File: src/rtl/core/dwmm_pkg.sv
package dwmm_pkg;

    // smaller of two window lengths
    function automatic int f_min(input int a, input int b);
        return (a < b) ? a : b;
    endfunction

    // rank of the median in an ascending window of n entries (upper middle for even n)
    function automatic int f_median_rank(input int n);
        return n >> 1;
    endfunction

endpackage

File: src/rtl/core/dual_window_moving_median.sv
// a result is offered once its item is registered by the window cells, the rank stage
//   and the output stage; throughput: one item per cycle while the master side does not
//   stall, the rank stage comparing every cell against every other in one registered step
// reset (synchronous, active low): clears the fill count and the stage valid flags;
//   window cell contents are not cleared and are masked until enough items arrived
module dual_window_moving_median
    import dwmm_pkg::*;
#(
    parameter int SHORT_WINDOW = 3,
    parameter int LONG_WINDOW  = 5,
    parameter int SAMPLE_WIDTH = 16
)
(
    input  logic                                  i_clk,
    input  logic                                  i_rst_n,
    // slave side: one sample per item
    input  logic                                  s_axis_tvalid,
    output logic                                  s_axis_tready,
    input  logic [((SAMPLE_WIDTH+7)/8)*8-1:0]     s_axis_tdata,   // sample
    // master side: one result per item
    output logic                                  m_axis_tvalid,
    input  logic                                  m_axis_tready,
    output logic [((2*SAMPLE_WIDTH+7)/8)*8-1:0]   m_axis_tdata,   // short_median, long_median
    output logic [1:0]                            m_axis_tuser    // short_valid, long_valid
);

    localparam int ES     = f_min(SHORT_WINDOW, LONG_WINDOW);
    localparam int CW     = $clog2(LONG_WINDOW + 1);
    localparam int DW_OUT = ((2*SAMPLE_WIDTH+7)/8)*8;

    // stage flow control, each stage drains when its successor moves
    logic rdy1, rdy2, rdy3;
    logic accept;
    logic r_v1, r_v2, r_v3;

    assign rdy3   = !r_v3 || m_axis_tready;
    assign rdy2   = !r_v2 || rdy3;
    assign rdy1   = !r_v1 || rdy2;
    assign accept = s_axis_tvalid && rdy1;

    assign s_axis_tready = rdy1;

    // chain of cells, cell 0 holds the newest sample
    logic [LONG_WINDOW-1:0][SAMPLE_WIDTH-1:0] window;

    genvar g;
    generate
        for (g = 0; g < LONG_WINDOW; g++) begin : g_cell
            logic [SAMPLE_WIDTH-1:0] cell_in;
            if (g == 0) begin : g_head
                assign cell_in = s_axis_tdata[SAMPLE_WIDTH-1:0];
            end else begin : g_link
                assign cell_in = window[g-1];
            end
            dwmm_cell #(
                .SAMPLE_WIDTH (SAMPLE_WIDTH)
            ) u_cell (
                .i_clk    (i_clk),
                .i_shift  (accept),
                .i_sample (cell_in),
                .o_sample (window[g])
            );
        end
    endgenerate

    // saturating count of arrived items
    logic [CW-1:0] r_fill;

    always_ff @(posedge i_clk) begin
        if (!i_rst_n) begin
            r_fill <= '0;
        end else if (accept && (r_fill != CW'(LONG_WINDOW))) begin
            r_fill <= r_fill + 1'b1;
        end
    end

    // stage 1 -> 2: rank every cell, keep a copy of the window and the valid flags
    logic adv2;
    assign adv2 = r_v1 && rdy2;

    logic [ES-1:0]                            short_hit;
    logic [LONG_WINDOW-1:0]                   long_hit;
    logic [LONG_WINDOW-1:0][SAMPLE_WIDTH-1:0] r_win2;
    logic                                     r_sv2;
    logic                                     r_lv2;

    dwmm_rank #(
        .N            (ES),
        .SAMPLE_WIDTH (SAMPLE_WIDTH)
    ) u_rank_short (
        .i_clk    (i_clk),
        .i_en     (adv2),
        .i_window (window[ES-1:0]),
        .o_hit    (short_hit)
    );

    dwmm_rank #(
        .N            (LONG_WINDOW),
        .SAMPLE_WIDTH (SAMPLE_WIDTH)
    ) u_rank_long (
        .i_clk    (i_clk),
        .i_en     (adv2),
        .i_window (window),
        .o_hit    (long_hit)
    );

    always_ff @(posedge i_clk) begin
        if (adv2) begin
            r_win2 <= window;
            r_sv2  <= (r_fill >= CW'(ES));
            r_lv2  <= (r_fill == CW'(LONG_WINDOW));
        end
    end

    // stage 2 -> 3: and-or select of the ranked cell; tied hits carry equal values
    logic [SAMPLE_WIDTH-1:0] n_short_med;
    logic [SAMPLE_WIDTH-1:0] n_long_med;

    always_comb begin
        n_short_med = '0;
        n_long_med  = '0;
        for (int i = 0; i < ES; i++) begin
            n_short_med = n_short_med | (r_win2[i] & {SAMPLE_WIDTH{short_hit[i]}});
        end
        for (int i = 0; i < LONG_WINDOW; i++) begin
            n_long_med = n_long_med | (r_win2[i] & {SAMPLE_WIDTH{long_hit[i]}});
        end
        // a median not yet valid reads as zero
        n_short_med = n_short_med & {SAMPLE_WIDTH{r_sv2}};
        n_long_med  = n_long_med  & {SAMPLE_WIDTH{r_lv2}};
    end

    logic [SAMPLE_WIDTH-1:0] r_short_med;
    logic [SAMPLE_WIDTH-1:0] r_long_med;
    logic                    r_sv3;
    logic                    r_lv3;

    always_ff @(posedge i_clk) begin
        if (r_v2 && rdy3) begin
            r_short_med <= n_short_med;
            r_long_med  <= n_long_med;
            r_sv3       <= r_sv2;
            r_lv3       <= r_lv2;
        end
    end

    // stage valid flags
    always_ff @(posedge i_clk) begin
        if (!i_rst_n) begin
            r_v1 <= 1'b0;
            r_v2 <= 1'b0;
            r_v3 <= 1'b0;
        end else begin
            if (rdy1) begin
                r_v1 <= accept;
            end
            if (rdy2) begin
                r_v2 <= r_v1;
            end
            if (rdy3) begin
                r_v3 <= r_v2;
            end
        end
    end

    assign m_axis_tvalid = r_v3;
    assign m_axis_tdata  = DW_OUT'({r_long_med, r_short_med});
    assign m_axis_tuser  = {r_lv3, r_sv3};

endmodule

File: src/rtl/core/dwmm_cell.sv
module dwmm_cell
#(
    parameter int SAMPLE_WIDTH = 16
)
(
    input  logic                    i_clk,
    input  logic                    i_shift,
    input  logic [SAMPLE_WIDTH-1:0] i_sample,
    output logic [SAMPLE_WIDTH-1:0] o_sample
);

    logic [SAMPLE_WIDTH-1:0] r_sample;

    // take the neighbor's sample on every shift
    always_ff @(posedge i_clk) begin
        if (i_shift) begin
            r_sample <= i_sample;
        end
    end

    assign o_sample = r_sample;

endmodule

File: src/rtl/core/dwmm_rank.sv
module dwmm_rank
    import dwmm_pkg::*;
#(
    parameter int N            = 5,
    parameter int SAMPLE_WIDTH = 16
)
(
    input  logic                             i_clk,
    input  logic                             i_en,
    input  logic [N-1:0][SAMPLE_WIDTH-1:0]   i_window,
    output logic [N-1:0]                     o_hit
);

    localparam int CN = $clog2(N + 1);
    localparam int K  = f_median_rank(N);

    logic [N-1:0][CN-1:0] lt_cnt;
    logic [N-1:0][CN-1:0] le_cnt;
    logic [N-1:0]         n_hit;
    logic [N-1:0]         r_hit;

    // element i holds the median when lt <= k < le
    always_comb begin
        for (int i = 0; i < N; i++) begin
            lt_cnt[i] = '0;
            le_cnt[i] = '0;
            for (int j = 0; j < N; j++) begin
                lt_cnt[i] = lt_cnt[i]
                    + CN'($signed(i_window[j]) <  $signed(i_window[i]));
                le_cnt[i] = le_cnt[i]
                    + CN'($signed(i_window[j]) <= $signed(i_window[i]));
            end
            n_hit[i] = (lt_cnt[i] <= CN'(K)) && (CN'(K) < le_cnt[i]);
        end
    end

    always_ff @(posedge i_clk) begin
        if (i_en) begin
            r_hit <= n_hit;
        end
    end

    assign o_hit = r_hit;

endmodule

File: config.mk
export PLATFORM = sky130hd
export DESIGN_NAME = dual_window_moving_median
export DESIGN_NICKNAME = d
export VERILOG_FILES = /design/src/rtl/core/dwmm_pkg.sv /design/src/rtl/core/dual_window_moving_median.sv /design/src/rtl/core/dwmm_cell.sv /design/src/rtl/core/dwmm_rank.sv
export SDC_FILE = /design/constraint.sdc
export NUM_CORES = 1
export LEC_CHECK = 0
export BUFFER_PORTS_ARGS = -buffer_cell sky130_fd_sc_hd__buf_2
export CAP_MARGIN = 20
export CORE_ASPECT_RATIO = 0.5
export CORE_MARGIN = 3
export CORE_UTILIZATION = 35
export DETAILED_ROUTE_END_ITERATION = 16
export PLACE_DENSITY = 0.46
export SKIP_CTS_REPAIR_TIMING = 1
export SLEW_MARGIN = 30
export SYNTH_ARGS = -nofsm -noshare
export SYNTH_HDL_FRONTEND = slang
export SYNTH_HIERARCHICAL = 1
export SYNTH_SLANG_ARGS = --single-unit
File: constraint.sdc
create_clock -name i_clk -period 10.11 [get_ports i_clk]
set_clock_uncertainty 0.1 [all_clocks]
set_input_delay 0.5055 -clock i_clk [delete_from_list [all_inputs] [get_ports i_clk]]
set_output_delay 0.5055 -clock i_clk [all_outputs]
set_load 0.1 [all_outputs]
==> summary.txt, run 1 <==
Critical path
  • Crit-path max FO: 8
  • CP Capture Type: flop
  • Type of origin of the critical path: flop
  • Peak per-stage delay on the critical path: 0.63 ns
  • Startpoint-to-endpoint class of the critical path: reg2reg
  • Reg-to-reg slack, setup: 5.85 ns
  • Crit-path cells: ha_1 -> nand4_1 -> a2111oi_0 -> or3_1 -> xor2_1 -> inv_1 -> fa_1 -> inv_1 -> ha_1 -> ha_1 -> nor3b_1 -> nor2_1 -> a211oi_1
  • Slowest CP cell: a2111oi_0
  • Required time at the endpoint of the critical path: 10.39 ns
  • Data arrival, critical path: 4.54 ns
  • Cell repeated most along the worst path: ha_1

GRT
  • Leftover overflow at the end of global routing: 0
  • Wire length of the first global-routing pass: 59300 µm
  • Antenna violations before repair: 0
  • Maximum number of pins on one net before global-route repair: 61
  • Overall fraction of global-route tracks in use: 0.201
  • Vias in the first global route: 9275

Floorplan
  • Initial core utilization: 0.359
  • Floorplan die width: 279 µm
  • I/O pins: 56
  • Die Outline Area: 39900 µm²
  • Number of core rows: 49
  • Std-Cell Core Area: 36400 µm²
  • Die Span Y: 143 µm

Power
  • Power per cell area: 174 nW/µm²
  • Leak pwr: 0.00628 µW
  • Largest voltage drop on the vdd net: 0.0939 mV
  • Pwr Total: 2560 µW

CTS
  • Clock tree from TritonCTS: done
  • CTS clk-pin slew, worst paths: 0.06 ns
  • Maximum root-to-sink buffer count: 3
  • Sinks on the clock net: 210
  • Clock network latency to the later pin of the worst-skew pair: 0.55 ns
  • CTS HTree Levels: 1
  • Root buffer selected by CTS: clkbuf_16
  • Number of buffers created by CTS: 23

Drt
  • Vias post-DR: 9235
  • Final WL: 39800 µm
  • Remaining DRCs: 0
  • Mean routed wirelength per cell: 24.0 µm
  • Number of detailed-routing iterations run before antenna repair: 7
  • Detail Route Antenna Nets: 0
  • 1st-iter DRT viols: 1001
  • Avg Vias per Cell: 5.57

STA
  • Shortest clock period the worst path allows after layout: 4.26 ns
  • Fmax achieved: 0.235 GHz
  • Final count of negative-setup-slack endpoints: 0
  • Relative max-transition margin: 0.354
  • Final total negative setup slack: 0 ns
  • Final worst-path cycle share: 0.422
  • Hold violation total from the final report: 0
  • Worst hold margin: 0.0287 ns
  • Unrepaired setup endpoints after global routing: no
  • Fin. max-slew vios: 0
  • Measured slew at the worst slew-check pin: 0.969 ns

Yosys
  • Synth async-reset ratio: 0
  • Post-synth EDFFs: 204
  • Post-synthesis sequential element count: 210
  • Syn_nets: 1352
  • Top_reg_cell synth: edfxtp_1
  • Fraction of the mapped netlist area in adder cells: 0.241
  • Synth Area in Simple Gates: 0.0982
  • Share of the yosys chip area belonging to registers: 0.477
  • Syn_area_per_cell: 12.1 µm²
  • Post-synthesis share of cell area spent on xor and xnor gates: 0.00268
  • Number of instances in the synthesized netlist: 1086
  • Post-synth cell types: 68
  • Post-synthesis instance area: 13100 µm²
  • Combinational family with the most area after synthesis: adder cells
  • Post-synthesis mux area share: 0.00889
  • Ys Warns: 6
  • Post-synthesis compound-gate area fraction: 0.128

Status
  • Outcome: finished, final reports clean

Final layout
  • Post-Layout Inst Area: 14700 µm²
  • # fillers: 3479
  • Final-stage net count: 1423
  • Multi-input logic area: 6280 µm²
  • Share of post-route cells with drive strength above 1: 0.0937
  • P&R area growth vs syn: 12.5%
  • Area taken by flip-flops and latches: 6250 µm²

Run
  • Max-cap viol count: 0

Placement
  • Detailed placer's ending HPWL: 30400 µm
  • Port buffer count: 55
  • Cell area after placement: 13900 µm²
  • Placer's final routability congestion estimate: 0.872

Hold path
  • Path class of the lowest-slack min-delay path: in2reg
[metal layers]
layer / up-vias / global-route usage / part of all wire / wire length (µm)
met2: 288 / 0.284 / 0.39 / 15600
li1: 4315 / - / - / -
met5: - / 0 / 0 / 0
met1: 4595 / 0.317 / 0.52 / 20800
met4: 0 / 0.0302 / 0.014 / 564
met3: 37 / 0.0439 / 0.071 / 2840
[flip-flops by register name (all words and copies together), names as in the netlist]
register / cells
g_cell.u_cell/o_sample: 80
m_axis_tvalid: 1
r_fill: 3
r_long_med: 16
r_lv2: 1
r_lv3: 1
r_short_med: 16
r_sv2: 1
r_sv3: 1
r_v1: 1
r_v2: 1
r_win2: 80
u_rank_long/o_hit: 5
u_rank_short/o_hit: 3
[layout make-up]
type                            instances  area share
Multi-Input combinational cell        727       0.426
Sequential cell                       210       0.424
Clock buffer                           34      0.0439
Tap cell                              484      0.0411
Inverter                              135      0.0344
Timing Repair Buffer                   60      0.0226
Clock inverter                          8     0.00705
Antenna cell                            1    0.000170
[cell families after synthesis]
kind of cell | Yosys count
compound gates | 236
xor+xnor | 4
fa+ha+maj | 246
buf+inv | 149
flops | 210
mux | 11
simple gates | 230
[worst paths after layout]
kind | cells past startpoint | end | from
setup / recovery | 13 | u_rank_long/o_hit[4] | g_cell[0].u_cell/o_sample[15]
hold reg to reg | 0 | r_win2[69] | g_cell[4].u_cell/o_sample[5]
hold / removal | 1 | g_cell[0].u_cell/o_sample[12] | s_axis_tdata[12]
setup reg to reg | 13 | u_rank_long/o_hit[4] | g_cell[0].u_cell/o_sample[15]
[Yosys cell counts, drive strengths merged, types with 14 or more instances]
master  number  share of area
o21ai       15         0.0057
a21oi       76          0.029
nand2       53          0.015
a21boi      22          0.013
nand4       41          0.021
a22oi       16         0.0092
nor2        29         0.0083
nand3       16         0.0061
a21o        17         0.0097
a222oi      32          0.024
a211oi      14         0.0084
nor2b       34          0.016
ha         236           0.23
edfxtp     204           0.47
inv        135          0.039
[worst max-delay path, delay by kind of cell, from the launching register on]
family,cells,cell delay (ns)
xor gates and xnor gates,1,0.31
and+or+nand+nor,4,0.69
AOI/OAI and AO/OA,2,0.81
buffers and inverters,2,0.16
DFF,1,0.61
adders and majority gates,4,1.40
[stage by stage]
stage	std cells	setup WS [ns]	utilization
floorplan	1086	1.81	-
global placement	1615	5.86	0.383
detailed placement	1615	5.87	0.383
CTS	1657	5.84	0.403
global route	1658	5.61	0.404
finish	1659	5.85	0.404
[cell usage in the layout (no fill, tap or decap), drive strengths merged, types with 10 or more instances in the layout]
cell	instances
ha	236
edfxtp	204
inv	136
a21oi	76
buf	60
nand2	53
nand4	41
nor2b	34
clkbuf	34
a222oi	32
nor2	29
a21boi	22
a21o	17
a22oi	16
nand3	16
o21ai	15
a211oi	14
o211ai	11
nor4	11
nor3	10
fa	10
[report_power, final]
part	internal, µW	leakage [µW]	switching, µW	total, µW
combinational	219	0.00393	334	553
clock	497	0.000361	368	865
sequential	1030	0.00200	119	1150
(Power assumes the default switching activity.)
==> inputs of run 2 (changes only) <==
Settings changed: ABC_AREA from default to 1.
Clock period 10.11 ns to 4.2 ns, I/O delays scaled along.
==> run 2 against run 1 <==
Net effect: die area is 7.1% higher; largest cell class unchanged; synthesized cell count rose by 39%; sequential power is 130% higher; synthesized area increased by 7.3%; register-to-register slack lost 5.5 ns; fmax up 9.9%; global-route usage shrank 2.3 points.
==> summary.txt, run 2 <==
Status
  • Outcome: finished, final reports clean

Power
  • Net switching power: 1890 µW (+130%)
  • Internal power summed over all cells: 4130 µW (+140%)
  • Largest voltage drop on the vdd net: 0.249 mV (+170%)
  • Part of the total power dissipated in combinational logic: 0.217 (about the same)
  • Leak pwr: 0.00770 µW (+23%)
  • Sw frac: 0.314 (-0.00622)
  • Clock network fraction of design power: 0.338 (about the same)
  • Share of total power in sequential cells: 0.445 (-0.002)
  • Power per cell area: 381 nW/µm² (+120%)

Floorplan
  • Die Outline Area: 42700 µm² (+7.1%)
  • Initial core utilization: 0.358 (-0.00156)
  • Floorplan die width: 289 µm (+3.5%)
  • I/O pins: 56 (unchanged)
  • Std-Cell Core Area: 39200 µm² (+7.8%)
  • Die Span Y: 148 µm (+3.4%)
  • Number of core rows: 51 (+4.1%)

Drt
  • Vias post-DR: 10.4k (+12%)
  • Met1 routed wirelength after detailed routing: 18600 µm (-11%)
  • Final WL: 37800 µm (-5.0%)
  • Avg Vias per Cell: 4.85 (-13%)
  • Number of detailed-routing iterations run before antenna repair: 5 (-2)
  • 1st-iter DRT viols: 705 (-30%)
  • Met3 WL: 1510 µm (-47%)
  • Remaining DRCs: 0 (unchanged)
  • Sum of met2 wire segment lengths after detailed routing: 17000 µm (+9.0%)
  • Uppermost layer routed: met4
  • Mean routed wirelength per cell: 17.7 µm (-26%)
  • Detail Route Antenna Nets: 0 (unchanged)

STA
  • Hold violation total from the final report: 0 (unchanged)
  • Worst hold margin: 0.284 ns (+0.255 ns)
  • Unrepaired setup endpoints after global routing: no
  • Final count of negative-setup-slack endpoints: 0 (unchanged)
  • Final total negative setup slack: 0 ns (unchanged)
  • Fmax achieved: 0.258 GHz (+9.9%)
  • Final worst-path cycle share: 0.923 (+0.502)
  • Fin. max-slew vios: 0 (unchanged)
  • Measured slew at the worst slew-check pin: 1.05 ns (+0.0773 ns)
  • Shortest clock period the worst path allows after layout: 3.88 ns (-0.385 ns)
  • Relative max-transition margin: 0.302 (-0.0516)

Critical path
  • Required time at the endpoint of the critical path: 4.38 ns (-6.01 ns)
  • Crit-path max FO: 8 (unchanged)
  • Slowest CP cell: edfxtp_1
  • Peak per-stage delay on the critical path: 0.62 ns (about the same)
  • Startpoint-to-endpoint class of the critical path: reg2reg
  • Crit-path cells: ha_1 -> a21oi_1 -> o21ai_1 -> a21oi_1 -> nand2_1 -> nand2_1 -> nand2_1 -> ha_1 -> inv_1 -> fa_1 -> ha_1 -> a31oi_1 -> a211oi_1
  • Type of origin of the critical path: flop
  • CP Capture Type: flop
  • Data arrival, critical path: 4.06 ns (-0.48 ns)

Placement
  • Placer's final routability congestion estimate: 0.858 (-1.7%)
  • Detailed placer's ending HPWL: 28800 µm (-5.4%)
  • Port buffer count: 55 (unchanged)

CTS
  • CTS HTree Levels: 1 (unchanged)
  • Number of buffers created by CTS: 22 (-4.3%)
  • Maximum root-to-sink buffer count: 3 (unchanged)
  • Sinks on the clock net: 210 (unchanged)
  • Root buffer selected by CTS: clkbuf_16
  • Clock network latency to the later pin of the worst-skew pair: 0.53 ns (-0.02 ns)
  • CTS clk-pin slew, worst paths: 0.07 ns (about the same)
  • Clock tree from TritonCTS: done

Yosys
  • Post-synthesis instance area: 14000 µm² (+7.3%)
  • Post-synthesis sequential element count: 210 (unchanged)
  • Commonest cells in the synthesized netlist: nand2_1 (396), inv_1 (246), ha_1 (236)
  • Syn_nets: 1778 (+32%)
  • Synth async-reset ratio: 0 (unchanged)
  • Ys Warns: 6 (unchanged)
  • Most frequent cell after synthesis: nand2_1
  • Number of instances in the synthesized netlist: 1512 (+39%)
  • Post-synth EDFFs: 204 (unchanged)
  • Top_reg_cell synth: edfxtp_1
  • Share of the yosys chip area belonging to registers: 0.445 (-0.0324)
  • Syn_area_per_cell: 9.29 µm² (-23%)
  • Fraction of synthesized cell area taken by the top area cell type: 0.436 (-0.0318)
  • Cell type with the highest aggregate area in the netlist: edfxtp_1
  • Post-synth cell types: 40 (-41%)
  • Cell types occupying the most area after synthesis: edfxtp_1 (44%), ha_1 (21%), nand2_1 (11%)

GRT
  • Antenna violations before repair: 0 (unchanged)
  • Overall fraction of global-route tracks in use: 0.178 (-0.0226)
  • Vias in the first global route: 10.2k (+10%)
  • Leftover overflow at the end of global routing: 0 (unchanged)
  • Maximum number of pins on one net before global-route repair: 91 (+49%)
  • Wire length of the first global-routing pass: 58400 µm (-1.5%)

Run
  • Max-cap viol count: 0 (unchanged)

Final layout
  • Final-stage net count: 1860 (+31%)
  • Share of post-route cells with drive strength above 1: 0.0776 (-0.0161)
  • # diodes: 0 (-1)
  • # fillers: 3837 (+10%)
  • P&R area growth vs syn: 12.7%
  • Commonest cells after routing, fill and taps aside: nand2_1 (396), inv_1 (244), ha_1 (236)
  • Leading cell type in the layout, fill and taps excluded: nand2_1

Hold path
  • Path class of the lowest-slack min-delay path: in2reg
run 2: cell types whose count changed after synthesis, sizes merged, moves of 13 or more:
| cell | previous run | this run |
|---|---|---|
| nor2b | 34 | 0 |
| a22o | 0 | 16 |
| a211oi | 14 | 1 |
| inv | 135 | 248 |
| a22oi | 16 | 0 |
| nand2 | 53 | 407 |
| a222oi | 32 | 0 |
| a21boi | 22 | 0 |
| nand4 | 41 | 8 |
| nand3 | 16 | 97 |
| nor2 | 29 | 112 |
run 2: cells by family (layout without fill, tap and decap cells):
| logic type | count (synthesis) | in the layout | synth area share |
|---|---|---|---|
| adders and majority gates | 246 | 246 | 0.224 |
| DFF | 210 | 210 | 0.445 |
| buffers and inverters | 276 | 374 | 0.0787 |
| and+or+nand+nor | 640 | 640 | 0.193 |
| AOI/OAI and AO/OA | 140 | 140 | 0.0596 |
run 2: worst max-delay path: cells and delay by family (launching register included):
kind,cells,cell delay (ns)
DFF,1,0.62
adders and majority gates,4,1.46
and+or+nand+nor,3,0.29
AOI/OAI and AO/OA,5,1.08
buffers and inverters,1,0.05
run 2: final timing paths:
path | cells after the start | slack [ns] | to | startpoint
setup / recovery | 13 | 0.32 | u_rank_long/o_hit[3] | g_cell[0].u_cell/o_sample[15]
hold / removal | 2 | 0.28 | g_cell[0].u_cell/o_sample[8] | s_axis_tdata[8]
setup reg to reg | 13 | 0.32 | u_rank_long/o_hit[3] | g_cell[0].u_cell/o_sample[15]
hold reg to reg | 0 | 0.35 | r_lv3 | r_lv2
run 2: layer usage:
metal  up-vias  GRT usage
met3        48     0.0223
li1       5209          -
met1      4938      0.253
met2       190      0.292
met5         -          0
met4         0     0.0407
run 2: cell type report:
class                      instances  area, µm²  share of cell area
clock buffer                      26        587              0.0371
clock inverter                    14        141             0.00893
inverter                         255        960              0.0606
multi-input combinational       1026       6710               0.424
sequential                       210       6250               0.395
tap                              530        663              0.0419
timing repair buffer              79        523              0.0330
run 2: per-stage QoR:
stage | util | cells | total power [µW] | setup WS, ns | area, µm²
6_report | 0.403 | 2140 | 6020 | 0.322 | 15800
5_1_grt | 0.403 | 2140 | 6390 | 0.165 | 15800
4_1_cts | 0.398 | 2121 | 6090 | 0.344 | 15600
3_5_place_dp | 0.380 | 2081 | 4020 | 0.398 | 14900
3_3_place_gp | 0.379 | 2080 | 3970 | 0.406 | 14900
2_1_floorplan | - | 1512 | 3620 | 0.659 | 14000
run 2: power groups by stage:
stage,logic [µW],clock network (µW),registers (µW)
2_1_floorplan,965,0,2650
3_3_place_gp,1240,0,2730
3_5_place_dp,1290,0,2730
4_1_cts,1300,2100,2690
5_1_grt,1510,2180,2700
6_report,1310,2040,2680
==> inputs of run 3 (changes only) <==
Settings changed: ABC_AREA 1 to default, HOLD_SLACK_MARGIN from default to 0.12.
==> run 3 against run 2 <==
Net effect: combinational power is 18% higher; non-clock buffer count up 87; register-to-register slack lost 0.12 ns; via count shrank 7.0%; flip-flop and latch count did not move; largest cell class unchanged; largest power group unchanged.
==> summary.txt, run 3 (synthesis results as in run 1) <==
Status
  • Outcome: finished, final reports clean

Drt
  • 1st-iter DRT viols: 1147 (+63%)
  • Remaining DRCs: 0 (unchanged)
  • Number of detailed-routing iterations run before antenna repair: 9 (+4)
  • Final WL: 40700 µm (+7.4%)
  • Sum of met2 wire segment lengths after detailed routing: 15500 µm (-8.5%)
  • Mean routed wirelength per cell: 23.1 µm (+30%)
  • Detail Route Antenna Nets: 0 (unchanged)
  • Avg Vias per Cell: 5.48 (+13%)
  • Uppermost layer routed: met4
  • Met3 WL: 3110 µm (+110%)
  • Vias post-DR: 9659 (-7.0%)
  • Met1 routed wirelength after detailed routing: 21500 µm (+16%)

STA
  • Minimum setup slack in the final design: 0.197 ns (-0.124 ns)
  • Measured slew at the worst slew-check pin: 0.949 ns (-0.0971 ns)
  • Fmax achieved: 0.250 GHz (-3.1%)
  • Relative max-transition margin: 0.367 (+0.0648)
  • Hold violation total from the final report: 0 (unchanged)
  • Final worst-path cycle share: 0.953 (+0.0296)
  • Fin. max-slew vios: 0 (unchanged)
  • Final count of negative-setup-slack endpoints: 0 (unchanged)
  • Final total negative setup slack: 0 ns (unchanged)
  • Shortest clock period the worst path allows after layout: 4.00 ns (+0.124 ns)

Placement
  • Post-place setup slack: -0.200 ns (-0.599 ns)
  • Detailed placer's ending HPWL: 31200 µm (+8.7%)
  • Port buffer count: 55 (unchanged)
  • Cell area after placement: 14400 µm² (-3.7%)
  • Cell total after placement: 1669 (-20%)
  • Placer's final routability congestion estimate: 0.882 (+2.8%)

CTS
  • CTS HTree Levels: 1 (unchanged)
  • Clock tree from TritonCTS: done
  • Root buffer selected by CTS: clkbuf_16
  • Sinks on the clock net: 210 (unchanged)
  • Clock network latency to the later pin of the worst-skew pair: 0.54 ns (about the same)
  • CTS clk-pin slew, worst paths: 0.07 ns (about the same)
  • Number of buffers created by CTS: 22 (unchanged)
  • Maximum root-to-sink buffer count: 3 (unchanged)

Final layout
  • P&R area growth vs syn: 19.5%
  • Final std cells w/o fill: 1763 (-18%)
  • Post-Layout Inst Area: 15600 µm² (-1.2%)
  • Commonest cells after routing, fill and taps aside: ha_1 (236), edfxtp_1 (204), inv_1 (129)
  • Leading cell type in the layout, fill and taps excluded: ha_1
  • Share of post-route cells with drive strength above 1: 0.168 (+0.0906)
  • Final-stage net count: 1528 (-18%)
  • # fillers: 3472 (-9.5%)

Floorplan
  • Die Span Y: 143 µm (-3.3%)
  • Number of core rows: 49 (-3.9%)
  • Std-Cell Core Area: 36400 µm² (-7.2%)
  • Floorplan die width: 279 µm (-3.4%)
  • Initial core utilization: 0.359 (+0.00156)
  • Die Outline Area: 39900 µm² (-6.6%)
  • I/O pins: 56 (unchanged)

Power
  • Sw frac: 0.322 (+0.00757)
  • Power per cell area: 403 nW/µm² (+5.8%)
  • Net switching power: 2030 µW (+7.1%)
  • Leak pwr: 0.00680 µW (-12%)
  • Internal power summed over all cells: 4270 µW (+3.4%)
  • Part of the total power dissipated in combinational logic: 0.244 (+0.027)
  • Largest voltage drop on the vdd net: 0.249 mV (-0.31%)
  • Clock network fraction of design power: 0.330 (-0.008)
  • Share of total power in sequential cells: 0.426 (-0.019)

GRT
  • Vias in the first global route: 9329 (-8.8%)
  • Overall fraction of global-route tracks in use: 0.203 (+0.0242)
  • Maximum number of pins on one net before global-route repair: 39 (-57%)
  • Antenna violations before repair: 0 (unchanged)
  • Wire length of the first global-routing pass: 59400 µm (+1.8%)
  • Leftover overflow at the end of global routing: 0 (unchanged)

Critical path
  • Crit-path max FO: 7 (-1)
  • Required time at the endpoint of the critical path: 4.39 ns (about the same)
  • Data arrival, critical path: 4.20 ns (+0.14 ns)
  • CP Capture Type: flop
  • Type of origin of the critical path: flop
  • Startpoint-to-endpoint class of the critical path: reg2reg

Run
  • Max-cap viol count: 0 (unchanged)

Hold path
  • Path class of the lowest-slack min-delay path: in2reg
[run 3: worst paths after layout]
check | endpoint | startpoint | cells past startpoint | slack [ns]
worst max-delay path | u_rank_long/o_hit[0] | g_cell[0].u_cell/o_sample[11] | 14 | 0.20
worst min register to register | r_win2[71] | g_cell[4].u_cell/o_sample[7] | 0 | 0.36
worst max register to register | u_rank_long/o_hit[0] | g_cell[0].u_cell/o_sample[11] | 14 | 0.20
worst min-delay path | g_cell[0].u_cell/o_sample[14] | s_axis_tdata[14] | 2 | 0.27
[run 3: worst max-delay path: stages, from the launching register on]
cell	delay (ns)
edfxtp_1	0.53
buf_4	0.19
ha_1	0.31
nand4_1	0.15
nor4_2	0.43
a21oi_1	0.13
o31ai_1	0.12
mux2i_2	0.38
nand2_1	0.17
fa_1	0.53
inv_1	0.04
ha_1	0.22
ha_1	0.28
a21oi_1	0.13
a211oi_1	0.05
[run 3: metrics by stage]
step	total power, µW	hold slack, ns	util
2_1_floorplan	3630	0.209	-
3_3_place_gp	4130	0.286	0.394
3_5_place_dp	4170	0.288	0.394
4_1_cts	6270	-0.291	0.415
5_1_grt	6650	0.248	0.429
6_report	6300	0.267	0.429
[run 3: layout make-up]
cell class	count	area, µm²	area share
antenna	1	2.50	0.000160
timing repair buffer	166	1190	0.0763
inverter	135	507	0.0324
clock inverter	11	123	0.00784
tap	484	606	0.0387
sequential	210	6250	0.399
multi-input combinational	727	6340	0.405
clock buffer	29	627	0.0401
[run 3: metal layers]
metal | up-vias | track usage
met1 | 4771 | 0.332
met4 | 0 | 0.0294
li1 | 4525 | -
met2 | 323 | 0.276
met5 | - | 0
met3 | 40 | 0.0369
[run 3: power groups by stage]
| stage | clock [µW] | sequential, µW | combinational, µW |
|---|---|---|---|
| final | 2080 | 2680 | 1540 |
| after global routing | 2220 | 2700 | 1730 |
| after CTS | 2130 | 2700 | 1440 |
| after detailed placement | 0 | 2740 | 1430 |
| after global placement | 0 | 2740 | 1390 |
| after floorplan | 0 | 2690 | 940 |
